**config.mk**
```make
export PLATFORM = sky130hd
export DESIGN_NAME = cdb_ctrl
export DESIGN_NICKNAME = d
export VERILOG_FILES = /design/src/hdl/cdb_pkg.sv /design/src/hdl/cdb_ctrl.sv
export SDC_FILE = /design/constraint.sdc
export NUM_CORES = 1
export LEC_CHECK = 0
export ABC_AREA = 1
export BUFFER_PORTS_ARGS = -buffer_cell sky130_fd_sc_hd__buf_2
export CORE_AREA = 5 5 42 44
export CTS_CLUSTER_DIAMETER = 80
export DETAILED_ROUTE_END_ITERATION = 8
export DIE_AREA = 0 0 47 49
export SYNTH_ARGS = -nofsm -noshare
export SYNTH_HDL_FRONTEND = slang
export SYNTH_SLANG_ARGS = --single-unit
```
**constraint.sdc**
```tcl
create_clock -name clk -period 1.2 [get_ports clk]
set_input_delay 0.06 -clock clk [delete_from_list [all_inputs] [get_ports clk]]
set_output_delay 0.06 -clock clk [all_outputs]
set_load 0.02 [all_outputs]
```
**src/hdl/cdb_pkg.sv**
```systemverilog
// Package for the choice dictionary bit set: action codes, result type and
// controller command/status structs. No dependencies.
`default_nettype none
package cdb_pkg;
	localparam logic [1:0] ACT_INSERT = 2'd0;
	localparam logic [1:0] ACT_REMOVE = 2'd1;
	localparam logic [1:0] ACT_TEST   = 2'd2;
	localparam logic [1:0] ACT_CHOOSE = 2'd3;

	typedef struct packed {
		logic        present;
		logic [15:0] chosen;
		logic        status;
	} result_t;

	typedef struct packed {
		logic load;
		logic rd_list;
		logic rd_sum;
		logic rd_word;
		logic exec;
		logic fix_list;
	} cmd_t;

	typedef struct packed {
		logic need_fix;
	} sts_t;
endpackage
`default_nettype wire

```
**src/hdl/cdb_ctrl.sv**
```systemverilog
// Controller state machine for the choice dictionary bit set.
// Depends on cdb_pkg.
`default_nettype none
module cdb_ctrl
	import cdb_pkg::*;
(
	input  wire logic clk,
	input  wire logic arst_n,
	input  wire logic in_valid,
	output logic      in_ready,
	output logic      out_valid,
	input  wire logic out_ready,
	input  wire sts_t sts,
	output cmd_t      cmd
);
	localparam logic [2:0] ST_IDLE = 3'd0;
	localparam logic [2:0] ST_LIST = 3'd1;
	localparam logic [2:0] ST_SUM  = 3'd2;
	localparam logic [2:0] ST_WORD = 3'd3;
	localparam logic [2:0] ST_EXEC = 3'd4;
	localparam logic [2:0] ST_FIX  = 3'd5;

	logic [2:0] state_q;
	logic out_valid_q;

	assign out_valid = out_valid_q;
	assign in_ready = (state_q == ST_IDLE) && (!out_valid_q || out_ready);

	always_comb begin
		cmd = '0;
		cmd.load = in_valid && in_ready;
		unique case (state_q)
			ST_LIST: cmd.rd_list = 1'b1;
			ST_SUM:  cmd.rd_sum = 1'b1;
			ST_WORD: cmd.rd_word = 1'b1;
			ST_EXEC: cmd.exec = 1'b1;
			ST_FIX:  cmd.fix_list = 1'b1;
			default: ;
		endcase
	end

	always_ff @(posedge clk or negedge arst_n) begin
		if (!arst_n) begin
			state_q <= ST_IDLE;
			out_valid_q <= 1'b0;
		end else begin
			if (out_valid_q && out_ready) out_valid_q <= 1'b0;
			unique case (state_q)
				ST_IDLE: if (cmd.load) state_q <= ST_LIST;
				ST_LIST: state_q <= ST_SUM;
				ST_SUM:  state_q <= ST_WORD;
				ST_WORD: state_q <= ST_EXEC;
				ST_EXEC: begin
					out_valid_q <= 1'b1;
					state_q <= sts.need_fix ? ST_FIX : ST_IDLE;
				end
				ST_FIX:  state_q <= ST_IDLE;
				default: state_q <= ST_IDLE;
			endcase
		end
	end

	assert property (@(posedge clk) disable iff (!arst_n)
		cmd.load |=> !out_valid_q || $past(out_ready) || $past(!out_valid_q)) else $error("load");
	assert property (@(posedge clk) disable iff (!arst_n)
		cmd.exec |=> out_valid_q) else $error("result lost");
	assert property (@(posedge clk) disable iff (!arst_n)
		cmd.fix_list |-> $past(cmd.exec)) else $error("fix order");
endmodule
`default_nettype wire

```
==> summary.md <==
| Metric | Value |
|---|---|
| Adder-Cell Fraction of Synth Area | 0% |
| Post-route ant nets | 0 |
| IO buf count | 12 |
| Pwr Total | 1.128 mW |
| Synth top area cells | dfrtp_1 (47%), nand2_1 (14%), inv_1 (8.8%), nor2_1 (7.1%), nor3_1 (4.7%) |
| Layout Nets | 54 |
| RSZ-0062 raised after global routing | yes |
| Final Max Tran Viols | 0 |
| DRC Markers | 0 |
| Final design utilization | 25.89% |
| Worst Tran Pin Value | about 0.21 ns |
| Compound-cell area share of the yosys netlist | under 10% |
| Worst EP required | 1.14 ns |
| Simple-gate share of the synthesized area | 37.65% |
| Synth Warn # | 0 |
| Post-synth top area share | about 47% |
| Fin. Hold Viols | 0 |
| Largest net degree at the start of global routing | 7 |
| Chip Height | 49 µm |
| Reg clk slew, reported paths | roughly 0.040 ns |
| Buffer levels on the longest clock path | 2 |
| Most common library cells after synthesis | nand2_1 (8), inv_1 (5), dfrtp_1 (4), nor2_1 (4), nor3_1 (2) |
| CP Class | register to output port |
| Vias in the first global route | approximately 220 |
| Part of the cycle the worst path needs | 103.0% |
| Vias | between 200 and 250 |
| Worst VDD drop | 1.161 mV |
| Top_reg_cell synth | dfrtp_1 |
| CP Max Fanout | 4 |
| CTS Buf Count | 3 |
| Total I/O pin count | 13 |
| Htree depth | 1 |
| Antenna violations before repair | 0 |
| Cells after Synth | 30 |
| TritonCTS Sinks | 4 |
| Synthesis-to-finish area growth | 70.59% |
| Register area share after synthesis | a little under half |
| FMAX | approximately 0.81 GHz |
| Skew-Pair Late Insertion Delay | 0.24 ns |
| Top-count cell post-synth | nand2_1 |
| CTS tree | yes |
| Worst rel slew slack | 85.71% |
| Violated checks | negative setup slack |
| Fraction of registers with async set/reset | between 90% and 100% |
| Largest area contributor in the netlist | dfrtp_1 |
| Cell Area, Synth | 212.7 µm² |
| Cell leakage power | approximately 0.22 nW |
| Global-route wire length before repair | around 860 µm |
| N_diodes | 0 |
| Pwr dens | a little over 3000 nW/µm² |
| TritonRoute pass-1 iters | 4 |
| Global Route Usage Sum | ~5.7% |
| Starting DRT DRC Count | 2 |
| Layout cell share with drive strength beyond 1 | about half |
| Xor-xnor portion of the synthesized cell area | 0% |
| Drt wl/cell | ~9.2 µm |
| Crit start category | register |
| Grt ovf | 0 |
| Final Routed Wirelength | 579 µm |
| Setup crit end kind | output port |
| # setup viols final | 1 |
| Register bit total from synthesis | 4 |
| Avg Vias per Cell | around 3.9 |
| Type of the most critical hold path | primary input to register |
| Detailed Place HPWL | approximately 450 µm |
| Clk root buf | clkbuf_4 |
| Core Area | around 1400 µm² |
| Final WS setup | -0.03603 ns |
| Post-synth EDFFs | 0 |
| Post-synthesis mux area share | 0% |
| Post-synth net total | 35 |
| Setup TNS | -0.03603 ns |
| Final Wtd Congestion | a little under 0.7 |
| Outcome | complete, but fails checks |
| Placed cell count | 58 |
| # Max-Cap Violations | 0 |
| Die area | 2303 µm² |
| Largest family of logic cells by synthesized area | simple AND/OR/NAND/NOR gates |
| Site Rows | 14 |
| Initial Utilization | between 10% and 20% |
| Crit path time final | 1.236 ns |
| CP arrival | 1.18 ns |
| Count of non-filler cells in the finished layout | 63 |
| # fillers | approximately 170 |
| Mean area per synthesized cell | slightly above 7 µm² |
| Layout Skew | about 0.0016 ns |
| Chip width | about 47 µm |
| Yosys cell types | 12 |
worst max-delay path: stages, from the launching register on:
cell and delay [ns]:
dfrtp_1 0.41, nor2_2 0.15, nand2_2 0.08, nor3b_2 0.15
buf_4 0.15
repair_timing:
action	4_1_cts	5_1_grt
hold buffers	1	0
setup buffers	1	0
pin swaps	1	1
setup endpoints to repair	4	6
endpoints found under the hold margin	4	0
gates resized for setup	7	3
routing by layer:
metal / wire length [µm] / global-route usage, % / up-vias
met3: 68 / 3.321 / 2
met2: 210 / 5.882 / 16
met1: 278 / 7.556 / 103
li1: - / - / 127
met5: 0 / 0 / -
met4: 22 / 5.530 / 0
per-stage QoR:
step / setup WS [ns] / hold WS (ns) / cell area (µm²)
2_1_floorplan: 0.005273 / -0.2356 / 217.7
3_3_place_gp: 0.1569 / -0.1313 / 297.8
3_5_place_dp: 0.1452 / -0.1282 / 297.8
4_1_cts: -0.04899 / 0.09879 / 352.8
5_1_grt: -0.1099 / 0.1364 / 362.8
6_report: -0.03603 / 0.09451 / 362.8
flip-flops by register name, summed over array words and instances, names as in the netlist:
register / flops
out_valid: 1
state_q: 3
where the power goes:
group	total (mW)	leakage, nW	switching (mW)	internal, mW
combinational	0.657	0.159	0.392	0.265
clock	0.171	0.0138	0.0587	0.112
sequential	0.300	0.0498	0.0914	0.209
total	1.13	0.223	0.542	0.586
kinds of logic (layout without fill, tap and decap cells):
kind of cell | Yosys count | in the layout
buffers and inverters | 6 | 23
flip-flops | 4 | 4
AO/OA/AOI/OAI | 2 | 2
AND/OR/NAND/NOR | 18 | 18
placed cells by master, fill, tap and decap left out, types with 2 or more instances in the layout:
master    synthesis  final
nor2_1            4      4
dfrtp_1           4      3
inv_1             5      4
nor3_1            2      2
buf_4             0      4
buf_2             0      8
clkbuf_4          0      3
nand2_1           8      6
inv_2             1      2
final timing paths:
kind                            start          to  slack [ns]  depth (start not counted)
max                        state_q[0]      cmd[5]       -0.04                          4
min                               sts  state_q[2]        0.09                          3
max reg2reg                state_q[0]  state_q[0]        0.17                          6
min reg2reg                 out_valid   out_valid        0.52                          2
max in group asynchronous      arst_n  state_q[2]        0.90                          2
min in group asynchronous      arst_n  state_q[2]        0.17                          2
final cells by class:
type / instances / area (µm²) / share of cell area, %
Multi-Input combinational cell: 20 / 105.1 / 28.97
Timing Repair Buffer: 14 / 91.34 / 25.17
Clock buffer: 3 / 22.52 / 6.207
Tap cell: 16 / 20.02 / 5.517
Sequential cell: 4 / 101.3 / 27.93
Inverter: 6 / 22.52 / 6.207
Power figures use the tool's default switching activity.
